===== src/sv/krq_pkg.sv =====
// ----------------------------------------------------------------------------
// krq_pkg
// Shared types and constants for the keyed record queue: request modes,
// status codes, controller states and the control/status bundles.
// ----------------------------------------------------------------------------
package krq_pkg;

  // Record field widths
  localparam int unsigned KEY_W   = 32;
  localparam int unsigned AGE_W   = 7;
  localparam int unsigned MARKS_W = 14;
  localparam int unsigned REC_W   = KEY_W + AGE_W + MARKS_W;
  localparam int unsigned SLOT_W  = 3;

  // Field limits
  localparam logic [AGE_W-1:0]   AGE_MIN   = 7'd5;
  localparam logic [AGE_W-1:0]   AGE_MAX   = 7'd100;
  localparam logic [MARKS_W-1:0] MARKS_MAX = 14'd10000;

  typedef enum logic [1:0] {
    MODE_INSERT = 2'd0,
    MODE_UPDATE = 2'd1,
    MODE_REMOVE = 2'd2,
    MODE_LIST   = 2'd3
  } mode_t;

  typedef enum logic [2:0] {
    ST_OK       = 3'd0,
    ST_FULL     = 3'd1,
    ST_EMPTY    = 3'd2,
    ST_DUP      = 3'd3,
    ST_ZERO     = 3'd4,
    ST_AGE      = 3'd5,
    ST_MARKS    = 3'd6,
    ST_NOTFOUND = 3'd7
  } status_t;

  typedef enum logic [2:0] {
    S_IDLE,
    S_DECIDE,
    S_SRD,
    S_SCMP,
    S_LRD,
    S_LOUT,
    S_EMIT
  } state_t;

  // Controller to datapath
  typedef struct packed {
    logic    load_req;   // capture the accepted request
    logic    idx_head;   // walk index <= head
    logic    idx_inc;    // walk index + 1
    logic    rd_en;      // read the entry at the walk index
    logic    emit;       // present a result to the output register
    logic    emit_rec;   // result carries the record just read
    status_t status;
  } krq_cmd_t;

  // Datapath to controller
  typedef struct packed {
    mode_t   mode;
    logic    empty;
    logic    full;
    logic    key_zero;
    logic    key_match;  // read entry key equals request key
    logic    at_tail;    // walk index is at the tail slot
    status_t field_st;   // age/marks check of the request
    logic    out_free;   // output register can take a result this cycle
  } krq_stat_t;

endpackage


===== src/sv/krq_ram.sv =====
// ----------------------------------------------------------------------------
// krq_ram
// Generic single-write, single-read RAM with a registered read port.
// ----------------------------------------------------------------------------
module krq_ram #(
  parameter int unsigned WIDTH = 8,
  parameter int unsigned DEPTH = 8
) (
  input  logic                     clk,
  input  logic                     we,
  input  logic [$clog2(DEPTH)-1:0] waddr,
  input  logic [WIDTH-1:0]         wdata,
  input  logic                     re,
  input  logic [$clog2(DEPTH)-1:0] raddr,
  output logic [WIDTH-1:0]         rdata
);

  logic [WIDTH-1:0] mem [DEPTH];
  logic [WIDTH-1:0] rdata_r;

  always_ff @(posedge clk) begin
    if (we) begin
      mem[waddr] <= wdata;
    end
    if (re) begin
      rdata_r <= mem[raddr];
    end
  end

  assign rdata = rdata_r;

endmodule


===== src/sv/krq_ctrl.sv =====
// ----------------------------------------------------------------------------
// krq_ctrl
// Request sequencer: decides each request, walks the stored entries for a
// key search or a listing, and hands results to the output register.
// ----------------------------------------------------------------------------
module krq_ctrl (
  input  logic              clk,
  input  logic              rst_n,
  input  logic              in_valid,
  output logic              in_stall,
  input  krq_pkg::krq_stat_t stat,
  output krq_pkg::krq_cmd_t  cmd
);
  import krq_pkg::*;

  state_t  state_r, state_nxt;
  status_t st_r, st_nxt;

  // State and pending status
  always_ff @(posedge clk) begin
    if (!rst_n) begin
      state_r <= S_IDLE;
      st_r    <= ST_OK;
    end else begin
      state_r <= state_nxt;
      st_r    <= st_nxt;
    end
  end

  assign in_stall = (state_r != S_IDLE);

  // Next state and commands
  always_comb begin
    state_nxt    = state_r;
    st_nxt       = st_r;
    cmd          = '0;
    cmd.status   = st_r;

    unique case (state_r)
      S_IDLE: begin
        if (in_valid) begin
          cmd.load_req = 1'b1;
          state_nxt    = S_DECIDE;
        end
      end

      // First checks, before any search
      S_DECIDE: begin
        unique case (stat.mode)
          MODE_INSERT: begin
            if (stat.full) begin
              st_nxt    = ST_FULL;
              state_nxt = S_EMIT;
            end else if (stat.key_zero) begin
              st_nxt    = ST_ZERO;
              state_nxt = S_EMIT;
            end else if (stat.empty) begin
              st_nxt    = stat.field_st;
              state_nxt = S_EMIT;
            end else begin
              cmd.idx_head = 1'b1;
              state_nxt    = S_SRD;
            end
          end
          MODE_UPDATE: begin
            if (stat.empty) begin
              st_nxt    = ST_EMPTY;
              state_nxt = S_EMIT;
            end else if (stat.key_zero) begin
              st_nxt    = ST_ZERO;
              state_nxt = S_EMIT;
            end else begin
              cmd.idx_head = 1'b1;
              state_nxt    = S_SRD;
            end
          end
          MODE_REMOVE: begin
            st_nxt    = stat.empty ? ST_EMPTY : ST_OK;
            state_nxt = S_EMIT;
          end
          MODE_LIST: begin
            if (stat.empty) begin
              st_nxt    = ST_EMPTY;
              state_nxt = S_EMIT;
            end else begin
              cmd.idx_head = 1'b1;
              state_nxt    = S_LRD;
            end
          end
          default: state_nxt = S_IDLE;
        endcase
      end

      // Key search: read one entry, then compare
      S_SRD: begin
        cmd.rd_en = 1'b1;
        state_nxt = S_SCMP;
      end

      S_SCMP: begin
        if (stat.key_match) begin
          st_nxt    = (stat.mode == MODE_INSERT) ? ST_DUP : stat.field_st;
          state_nxt = S_EMIT;
        end else if (stat.at_tail) begin
          st_nxt    = (stat.mode == MODE_INSERT) ? stat.field_st : ST_NOTFOUND;
          state_nxt = S_EMIT;
        end else begin
          cmd.idx_inc = 1'b1;
          state_nxt   = S_SRD;
        end
      end

      // Listing: read one entry, then send it
      S_LRD: begin
        cmd.rd_en = 1'b1;
        state_nxt = S_LOUT;
      end

      S_LOUT: begin
        cmd.emit     = 1'b1;
        cmd.emit_rec = 1'b1;
        cmd.status   = ST_OK;
        if (stat.out_free) begin
          if (stat.at_tail) begin
            state_nxt = S_IDLE;
          end else begin
            cmd.idx_inc = 1'b1;
            state_nxt   = S_LRD;
          end
        end
      end

      // Single result, with the commit done by the datapath
      S_EMIT: begin
        cmd.emit = 1'b1;
        if (stat.out_free) begin
          state_nxt = S_IDLE;
        end
      end

      default: state_nxt = S_IDLE;
    endcase
  end

endmodule


===== src/sv/krq_dp.sv =====
// ----------------------------------------------------------------------------
// krq_dp
// Datapath: request register, head/tail pointers, walk index, record RAM,
// field checks and the output register.
// ----------------------------------------------------------------------------
module krq_dp #(
  parameter int unsigned DEPTH = 8
) (
  input  logic                              clk,
  input  logic                              rst_n,
  input  logic [1:0]                        in_mode,
  input  logic [krq_pkg::KEY_W-1:0]         in_key,
  input  logic [krq_pkg::AGE_W-1:0]         in_age,
  input  logic [krq_pkg::MARKS_W-1:0]       in_marks_centi,
  input  krq_pkg::krq_cmd_t                 cmd,
  output krq_pkg::krq_stat_t                stat,
  output logic                              out_valid,
  input  logic                              out_stall,
  output logic [2:0]                        out_status,
  output logic [krq_pkg::KEY_W-1:0]         out_rec_key,
  output logic [krq_pkg::AGE_W-1:0]         out_rec_age,
  output logic [krq_pkg::MARKS_W-1:0]       out_rec_marks,
  output logic [krq_pkg::SLOT_W-1:0]        out_slot,
  output logic                              out_last
);
  import krq_pkg::*;

  localparam int unsigned IW = $clog2(DEPTH);
  localparam logic [IW-1:0] LAST_SLOT = IW'(DEPTH - 1);

  // Request register
  mode_t              mode_r;
  logic [KEY_W-1:0]   key_r;
  logic [AGE_W-1:0]   age_r;
  logic [MARKS_W-1:0] marks_r;

  always_ff @(posedge clk) begin
    if (cmd.load_req) begin
      mode_r  <= mode_t'(in_mode);
      key_r   <= in_key;
      age_r   <= in_age;
      marks_r <= in_marks_centi;
    end
  end

  // Queue pointers and walk index
  logic [IW-1:0] head_r, tail_r, idx_r;
  logic          empty_r;

  logic [REC_W-1:0] rdata;
  logic [KEY_W-1:0] rd_key;
  logic [AGE_W-1:0] rd_age;
  logic [MARKS_W-1:0] rd_marks;

  assign {rd_key, rd_age, rd_marks} = rdata;

  // Field checks
  status_t field_st;
  always_comb begin
    if (age_r < AGE_MIN || age_r > AGE_MAX) begin
      field_st = ST_AGE;
    end else if (marks_r > MARKS_MAX) begin
      field_st = ST_MARKS;
    end else begin
      field_st = ST_OK;
    end
  end

  logic out_valid_r;
  logic out_free;
  logic fire;
  logic commit;

  assign out_free = !out_valid_r || !out_stall;
  assign fire     = cmd.emit && out_free;
  assign commit   = fire && !cmd.emit_rec && (cmd.status == ST_OK);

  // Record write on a committed insert or update
  logic          we;
  logic [IW-1:0] waddr;

  always_comb begin
    we    = 1'b0;
    waddr = idx_r;
    if (commit && mode_r == MODE_INSERT) begin
      we    = 1'b1;
      waddr = empty_r ? '0 : IW'(tail_r + 1'b1);
    end else if (commit && mode_r == MODE_UPDATE) begin
      we    = 1'b1;
      waddr = idx_r;
    end
  end

  krq_ram #(
    .WIDTH (REC_W),
    .DEPTH (DEPTH)
  ) u_ram (
    .clk   (clk),
    .we    (we),
    .waddr (waddr),
    .wdata ({key_r, age_r, marks_r}),
    .re    (cmd.rd_en),
    .raddr (idx_r),
    .rdata (rdata)
  );

  // Pointer updates
  always_ff @(posedge clk) begin
    if (!rst_n) begin
      head_r  <= '0;
      tail_r  <= '0;
      empty_r <= 1'b1;
    end else if (commit) begin
      case (mode_r)
        MODE_INSERT: begin
          if (empty_r) begin
            head_r  <= '0;
            tail_r  <= '0;
            empty_r <= 1'b0;
          end else begin
            tail_r <= IW'(tail_r + 1'b1);
          end
        end
        MODE_REMOVE: begin
          if (head_r == tail_r) begin
            head_r  <= '0;
            tail_r  <= '0;
            empty_r <= 1'b1;
          end else begin
            head_r <= IW'(head_r + 1'b1);
          end
        end
        default: ;
      endcase
    end
  end

  always_ff @(posedge clk) begin
    if (cmd.idx_head) begin
      idx_r <= head_r;
    end else if (cmd.idx_inc) begin
      idx_r <= IW'(idx_r + 1'b1);
    end
  end

  // Output register
  always_ff @(posedge clk) begin
    if (!rst_n) begin
      out_valid_r <= 1'b0;
    end else if (fire) begin
      out_valid_r <= 1'b1;
    end else if (!out_stall) begin
      out_valid_r <= 1'b0;
    end
  end

  always_ff @(posedge clk) begin
    if (fire) begin
      out_status <= cmd.status;
      if (cmd.emit_rec) begin
        out_rec_key   <= rd_key;
        out_rec_age   <= rd_age;
        out_rec_marks <= rd_marks;
        out_slot      <= SLOT_W'(idx_r);
        out_last      <= (idx_r == tail_r);
      end else begin
        out_rec_key   <= '0;
        out_rec_age   <= '0;
        out_rec_marks <= '0;
        out_slot      <= '0;
        out_last      <= 1'b1;
      end
    end
  end

  assign out_valid = out_valid_r;

  // Status to the controller
  always_comb begin
    stat           = '0;
    stat.mode      = mode_r;
    stat.empty     = empty_r;
    stat.full      = !empty_r && (tail_r == LAST_SLOT);
    stat.key_zero  = (key_r == '0);
    stat.key_match = (rd_key == key_r);
    stat.at_tail   = (idx_r == tail_r);
    stat.field_st  = field_st;
    stat.out_free  = out_free;
  end

endmodule


===== src/sv/keyed_record_queue.sv =====
// ----------------------------------------------------------------------------
// keyed_record_queue
// Linear array queue of keyed records (key, age, marks) with insert, update
// by key, remove head and list all.
// ----------------------------------------------------------------------------
//  channel   handshake             payload
//  in        in_valid / in_stall   in_mode, in_key, in_age, in_marks_centi
//  out       out_valid / out_stall out_status, out_rec_key, out_rec_age,
//                                  out_rec_marks, out_slot, out_last
//
//  One request at a time. Remove decides and emits without a search. Insert
//  and update compare one entry at a time in the key search (head to tail),
//  set by the single registered read port of the record RAM. List reads and
//  sends one entry at a time; a list of an empty queue gives one result.
//  Records are undefined after reset; pointers, empty flag, controller and
//  out_valid reset, so the block is ready on the first cycle after reset.
//  A stalled output holds its result; the walk waits for the output register.
// ----------------------------------------------------------------------------
module keyed_record_queue #(
  parameter int unsigned DEPTH = 8
) (
  input  logic                         clk,
  input  logic                         rst_n,
  input  logic                         in_valid,
  output logic                         in_stall,
  input  logic [1:0]                   in_mode,
  input  logic [krq_pkg::KEY_W-1:0]    in_key,
  input  logic [krq_pkg::AGE_W-1:0]    in_age,
  input  logic [krq_pkg::MARKS_W-1:0]  in_marks_centi,
  output logic                         out_valid,
  input  logic                         out_stall,
  output logic [2:0]                   out_status,
  output logic [krq_pkg::KEY_W-1:0]    out_rec_key,
  output logic [krq_pkg::AGE_W-1:0]    out_rec_age,
  output logic [krq_pkg::MARKS_W-1:0]  out_rec_marks,
  output logic [krq_pkg::SLOT_W-1:0]   out_slot,
  output logic                         out_last
);
  import krq_pkg::*;

  krq_cmd_t  cmd;
  krq_stat_t stat;

  krq_ctrl u_ctrl (
    .clk      (clk),
    .rst_n    (rst_n),
    .in_valid (in_valid),
    .in_stall (in_stall),
    .stat     (stat),
    .cmd      (cmd)
  );

  krq_dp #(
    .DEPTH (DEPTH)
  ) u_dp (
    .clk            (clk),
    .rst_n          (rst_n),
    .in_mode        (in_mode),
    .in_key         (in_key),
    .in_age         (in_age),
    .in_marks_centi (in_marks_centi),
    .cmd            (cmd),
    .stat           (stat),
    .out_valid      (out_valid),
    .out_stall      (out_stall),
    .out_status     (out_status),
    .out_rec_key    (out_rec_key),
    .out_rec_age    (out_rec_age),
    .out_rec_marks  (out_rec_marks),
    .out_slot       (out_slot),
    .out_last       (out_last)
  );

endmodule


===== config.mk =====
export PLATFORM = sky130hd
export DESIGN_NAME = keyed_record_queue
export DESIGN_NICKNAME = d
export VERILOG_FILES = /design/src/sv/krq_pkg.sv /design/src/sv/krq_ram.sv /design/src/sv/krq_ctrl.sv /design/src/sv/krq_dp.sv /design/src/sv/keyed_record_queue.sv
export SDC_FILE = /design/constraint.sdc
export NUM_CORES = 1
export LEC_CHECK = 0
export BUFFER_PORTS_ARGS = -buffer_cell sky130_fd_sc_hd__clkbuf_2
export CAP_MARGIN = 20
export CORE_ASPECT_RATIO = 1.25
export CORE_MARGIN = 2
export CORE_UTILIZATION = 40
export DETAILED_ROUTE_END_ITERATION = 7
export PLACE_DENSITY_LB_ADDON = 0.15
export SYNTH_ARGS = -nofsm -noshare
export SYNTH_HDL_FRONTEND = slang
export SYNTH_SLANG_ARGS = --single-unit

===== constraint.sdc =====
create_clock -name clk -period 10.7 [get_ports clk]
set_clock_uncertainty 0.15 [all_clocks]
set_input_delay 0.535 -clock clk [delete_from_list [all_inputs] [get_ports clk]]
set_output_delay 0.535 -clock clk [all_outputs]
set_load 0.03 [all_outputs]

======== After elaboration in Yosys (flattened, before gate mapping) ========
Memory sizes are Yosys's and may differ from the RTL's. A register that Yosys moved wholly into a read port is not among the register bits.
Cells that the tools add are included.
word-level totals
  bits in registers ....................... 132
  word-level logic and storage cells ...... 135
  input port bits ......................... 59
  output and inout port bits .............. 62
  RAM bits ................................ 424
  memories kept ........................... 1
cells by class
  mux-type cells .......................... 62
  magnitude comparators ................... 3
  add/sub/neg operators ................... 3
  equality and inequality tests ........... 23
  reduce and logical (&&, ||, !) cells .... 26
memory list
  name            words  bits a word  rd ports  clocked after memory_dff  wr ports  line           source
  u_dp.u_ram.mem  8      53           1         1                         1         krq_ram.sv:18  logic [WIDTH-1:0] mem [DEPTH];
operator list
  kind                                                   number
  two-way mux 3 bit                                      30
  equality test 32 bit                                   1
  zero test 32 bit                                       1
  case mux 3 bit (4 select lines)                        2
  case mux 3 bit (7 select lines)                        1
  two-way mux 1 bit                                      20
  case mux 3 bit (2 select lines)                        3
  greater-than comparator 14 bit, second input constant  1
  equality test 3 bit, second input constant             4
  != test 2 x 1 -> 1 bit, second input constant          5
  adder 3 x 1 -> 3 bit, second input constant            3
  AND reduction 3 bit                                    3
  greater-than comparator 7 bit, second input constant   1
  < comparator 7 x 3 -> 1 bit, second input constant     1
  equality test 3 x 2 -> 1 bit, second input constant    2
  equality test 3 bit                                    2
  logical AND 1 bit                                      6
  zero test 3 bit                                        2
  nonzero test 2 bit                                     3
  != test 5 x 4 -> 1 bit, second input constant          1
  AND reduction 5 bit                                    1
  equality test 2 bit, second input constant             2
  zero test 1 bit                                        4
  two-way mux 2 bit                                      2
  13 further kinds                                       16

======== Longest topological paths before layout ========
  depth after elaboration ................. 11
  depth in mapped cells ................... 8
  depth with buffers taken out ............ 7

======== Modules after synthesis ========
From an unflattened synthesis, not the netlist that was laid out.
second synthesis, totals
  cells, all modules ...................... 1088
  area total of the unflattened synthesis .. 23249.8 sq um
modules (own cells, without submodules)
  module    instances  cells each  seq. area each (sq um)  area each (sq um)
  krq_ram   1          679         14323.7                 17581.9
  krq_dp    1          323         3703.6                  5059.9
  krq_ctrl  1          86          120.1                   608.1

======== Worst setup path after synthesis ========
Ideal clock, no wire load.
  path type ............................... reg2reg
  start point ............................. register u_ctrl.state_r[0]
  end point ............................... memory u_dp.u_ram.mem[0][0] (netlist name), enable pin
  cell stages (with the launch flop) ...... 9
  library setup time ...................... 0.464 ns
  setup slack ............................. 6.113 ns
  buffers on the path ..................... 2
  required time ........................... 10.086 ns
  arrival time ............................ 3.973 ns
  period minus slack after synthesis ...... 4.587 ns
  path through ............................ dfxtp_1 > buf_6 > and3b_1 > buf_2 > or4_4 > nor4_4 > o21ai_1 > o31a_1 > nor2_1
on the way
  cells in the longest elaborated chain, start to end .. 11
  elaborated cells between the ends (all ways) .. 17
ends and longest elaborated chain
  what                                     line            source
  from (decl)                              krq_ctrl.sv:16  state_t state_r, state_nxt;
  from (signal assigned)                   krq_ctrl.sv:25  state_r <= state_nxt;
  equality test 3 bit                      krq_ctrl.sv:39  unique case (state_r)
  OR reduction 2 bit (no source line)      n/a
  two-way mux 1 bit                        krq_ctrl.sv:39
  logical AND 1 bit                        krq_dp.sv:75    assign fire = cmd.emit && out_free;
  logical AND 1 bit                        krq_dp.sv:76    assign commit = fire && !cmd.emit_rec && (cmd.status == ST_OK);
  logical AND 1 bit *                      krq_dp.sv:76
  logical AND 1 bit                        krq_dp.sv:88    end else if (commit && mode_r == MODE_UPDATE) begin
  two-way mux 1 bit                        krq_dp.sv:88
  two-way mux 1 bit                        krq_dp.sv:85    if (commit && mode_r == MODE_INSERT) begin
  two-way mux 1 bit                        krq_ram.sv:22   if (we) begin
  two-way mux 1 bit (not written as such)  krq_ram.sv:23   mem[waddr] <= wdata;
  to (decl)                                krq_ram.sv:18
Mark *: on every way between the ends. The rest lies on a longest branch, timed or not.

======== Final worst setup path ========
  start point ............................. register u_ctrl.state_r[1]
  end point ............................... memory u_dp.u_ram.mem[4][51] (netlist name), enable pin
Same word-level chain as after synthesis.

==> results.sh <==
export IMPL_outcome="complete, no violations"
export IMPL_leakagePower_uw=0.008940
export IMPL_max_slew_margin=0.2729
export IMPL_instances_no_fill=2094
export IMPL_worstMarginPinSlew_ns=1.091
export IMPL_cts_sinks=609
export IMPL_synth_area_leaders="edfxtp_1 77%, mux4_2 10%, mux2_2 2.7%"
export IMPL_placed_cells=1932
export IMPL_hp_start="out_stall"
export IMPL_maxCapViolCount=0
export IMPL_mappedNetlistArea_um2=23110
export IMPL_coreArea_um2=57140
export IMPL_synth_compound_area_frac=0.01440
export IMPL_die_h_um=272.8
export IMPL_whs_ns=0.05821
export IMPL_fin_crit_sh=0.3924
export IMPL_antenna_left=0
export IMPL_syn2layout_area_growth_pct=17.32
export IMPL_grt_max_degree=111
export IMPL_chipWidth_um=219
export IMPL_period_needed_ns=4.199
export IMPL_maxSlewViolCount=0
export IMPL_synthAdderAreaFrac=0.002165
export IMPL_setup_viol=0
export IMPL_start_kind="register"
export IMPL_ys_flop_type="edfxtp_1"
export IMPL_drc=0
export IMPL_synth_seq_cells=609
export IMPL_yosysMostFrequentCell="edfxtp_1"
export IMPL_finalSetupTns_ns=0
export IMPL_antenna_cells=0
export IMPL_gp_congestion=0.7546
export IMPL_hold_viol=0
export IMPL_ys_warnings_count=0
export IMPL_fin_area_um2=27120
export IMPL_ir_drop_mv=0.1315
export IMPL_wl_per_cell_um=23.50
export IMPL_grt_pass1_wl_um=73330
export IMPL_cp_slowest_stage_delay_ns=0.64
export IMPL_cts_max_level=2
export IMPL_grt_use_total=0.1681
export IMPL_r2r_end="u_dp.u_ram.mem[4][51]$_DFFE_PP_"
export IMPL_nFillCells=4853
export IMPL_synth_async_reset_ratio=0
export IMPL_cts_resized_gates=0
export IMPL_cts_buffer_depth=3
export IMPL_cp_slowest_cell="buf_4"
export IMPL_ctsHoldBuffers=55
export IMPL_syn_inst=1091
export IMPL_synth_top_family_by_area="multiplexers"
export IMPL_cp_max_fo=62
export IMPL_path_clk_slew_ns=0.06
export IMPL_floorplan_initialDensity=0.4045
export IMPL_netlist_top_cells_count="595 x edfxtp_1, 106 x mux4_2, 59 x and2_1"
export IMPL_worstPathArrival_ns=4.28
export IMPL_synthMuxAreaShare=0.1323
export IMPL_wl_um=49220
export IMPL_rr_worst_depth=7
export IMPL_dieArea_um2=59730
export IMPL_hpwl_um=26230
export IMPL_r2r_setup_slack_ns=6.50
export IMPL_vias=10860
export IMPL_ios=121
export IMPL_holdPathStages=3
export IMPL_worstPathRequired_ns=10.78
export IMPL_syn_avg_cell_area_um2=21.18
export IMPL_insertion_delay_ns=0.61
export IMPL_crit_top_cell="buf_4"
export IMPL_first_global_vias=11520
export IMPL_drt_vias_per_instance=5.185
export IMPL_synth_cell_types=50
export IMPL_path_class="reg -> reg"
export IMPL_tritoncts="built"
export IMPL_drive_above_1_share=0.2954
export IMPL_synth_largest_area_cell="edfxtp_1"
export IMPL_timing_fmax_mhz=238.1
export IMPL_p_total_uw=5139
export IMPL_min_to="u_ctrl.state_r[0]$_SDFFE_PN0P_"
export IMPL_postCtsSetupBuffers=0
export IMPL_antenna_found_initial=0
export IMPL_row_count=98
export IMPL_synth_edf_count=595
export IMPL_hold_class="in -> reg"
export IMPL_r2r_start="u_ctrl.state_r[1]$_SDFFE_PN0P_"
export IMPL_synth_fp_nets=1154
export IMPL_cp_cell_sequence="and3b_2 -> buf_4 -> or4_4 -> nor4_4 -> a21oi_1 -> nor2_4 -> buf_4"
export IMPL_p_per_area_nw_per_um2=189.5
export IMPL_io_buffers=120
export IMPL_drt_pass1_iterations=5
export IMPL_layout_nets=1361
export IMPL_synthXorXnorAreaFrac=0.01554
export IMPL_globalRouteOverflowTotal=0
export IMPL_post_dp_cell_area_um2=24660
export IMPL_grt_setup_unrepaired="no"
export IMPL_end_kind="register"
export IMPL_ys_seq_area_frac=0.7852
export IMPL_cts_buffers=59
export IMPL_yosys_area_share_simple=0.04049
export IMPL_yosysTopAreaCellShare=0.7731
export IMPL_drt_iter0_markers=765
export IMPL_cts_root_buf="clkbuf_16"
-- report_power, final --
| part | total [uW] | internal [uW] | leakage, uW | switching (uW) |
|---|---|---|---|---|
| Combinational | 262 | 102 | 0.00243 | 160 |
| Sequential | 2810 | 2730 | 0.00558 | 81.8 |
| Clock | 2070 | 1190 | 0.000930 | 879 |
| Total | 5140 | 4020 | 0.00894 | 1120 |
-- per-layer routing --
| layer | vias up | wire (um) | GRT usage |
|---|---|---|---|
| li1 | 4836 | - | - |
| met1 | 5723 | 21560 | 0.2294 |
| met2 | 223 | 24710 | 0.2816 |
| met3 | 76 | 1889 | 0.02582 |
| met4 | 0 | 1061 | 0.04676 |
| met5 | - | 0 | 0 |
-- placed cells by master (no fill, tap or decap), drive strengths merged, types with 3 or more instances in the layout --
| master | n |
|---|---|
| dlygate4sd3 | 55 |
| edfxtp | 595 |
| xor2 | 37 |
| clkbuf | 189 |
| nor2b | 4 |
| nand3 | 5 |
| nand2b | 3 |
| nor3 | 10 |
| mux2i | 4 |
| nand4 | 6 |
| inv | 11 |
| o21ai | 13 |
| a21oi | 18 |
| dfxtp | 14 |
| buf | 16 |
| o41ai | 3 |
| and2 | 59 |
| clkinvlp | 3 |
| mux2 | 56 |
| xnor2 | 4 |
| ha | 4 |
| clkinv | 27 |
| nor4 | 18 |
| mux4 | 106 |
| nor2 | 26 |
| bufinv | 7 |
| nand2 | 21 |
-- critical path: cells and delay by family (launching register included) --
family,cells,cell delay (ns)
simple gates,4,1.81
buf+inv,2,0.98
flops,1,0.59
compound gates,1,0.26
-- through the flow --
step	setup WS, ns	util
6_report	6.501	0.4746
5_1_grt	6.250	0.4746
4_1_cts	6.437	0.4746
3_5_place_dp	6.472	0.4315
3_3_place_gp	6.527	0.4315
2_1_floorplan	6.113	-
-- layout make-up --
type,instances,area (um2),share of cell area
flip-flops and latches,609,18150,0.6693
multi-input cells,427,4800,0.1770
clock buffers,69,1535,0.05662
repair buffers,191,1284,0.04734
well taps,750,938.4,0.03461
clock inverters,38,374.1,0.01380
inverters,10,37.54,0.001384
-- state kept, by name, summed over array words and instances (netlist names), 7 cells and up --
register            flops
u_dp.u_ram.mem        424
u_dp.u_ram.rdata       53
u_dp.key_r             32
u_dp.out_rec_key       32
u_dp.marks_r           14
u_dp.out_rec_marks     14
u_dp.age_r              7
u_dp.out_rec_age        7
-- logic make-up (layout without fill, tap and decap cells) --
family,Yosys count,in the layout
AO/OA/AOI/OAI,53,53
XOR/XNOR,41,41
adder cells (fa/ha/maj),4,4
buffers and inverters,55,308
flip-flops,609,609
multiplexers,166,166
AND/OR/NAND/NOR,163,163
-- worst max-delay path by stage --
stage                                         from                              end  slack [ns]  depth (start not counted)
finish              u_ctrl.state_r[1]$_SDFFE_PN0P_  u_dp.u_ram.mem[4][51]$_DFFE_PP_        6.50                          7
global placement    u_ctrl.state_r[1]$_SDFFE_PN0P_   u_dp.u_ram.mem[4][0]$_DFFE_PP_        6.53                          7
detailed placement  u_ctrl.state_r[1]$_SDFFE_PN0P_   u_dp.u_ram.mem[4][0]$_DFFE_PP_        6.47                          7
CTS                 u_ctrl.state_r[1]$_SDFFE_PN0P_   u_dp.u_ram.mem[4][6]$_DFFE_PP_        6.44                          7
floorplan           u_ctrl.state_r[0]$_SDFFE_PN0P_   u_dp.u_ram.mem[0][0]$_DFFE_PP_        6.11                          8
global route        u_ctrl.state_r[1]$_SDFFE_PN0P_  u_dp.u_ram.mem[4][51]$_DFFE_PP_        6.25                          7
No activity file was read; power rests on OpenSTA's default activity.
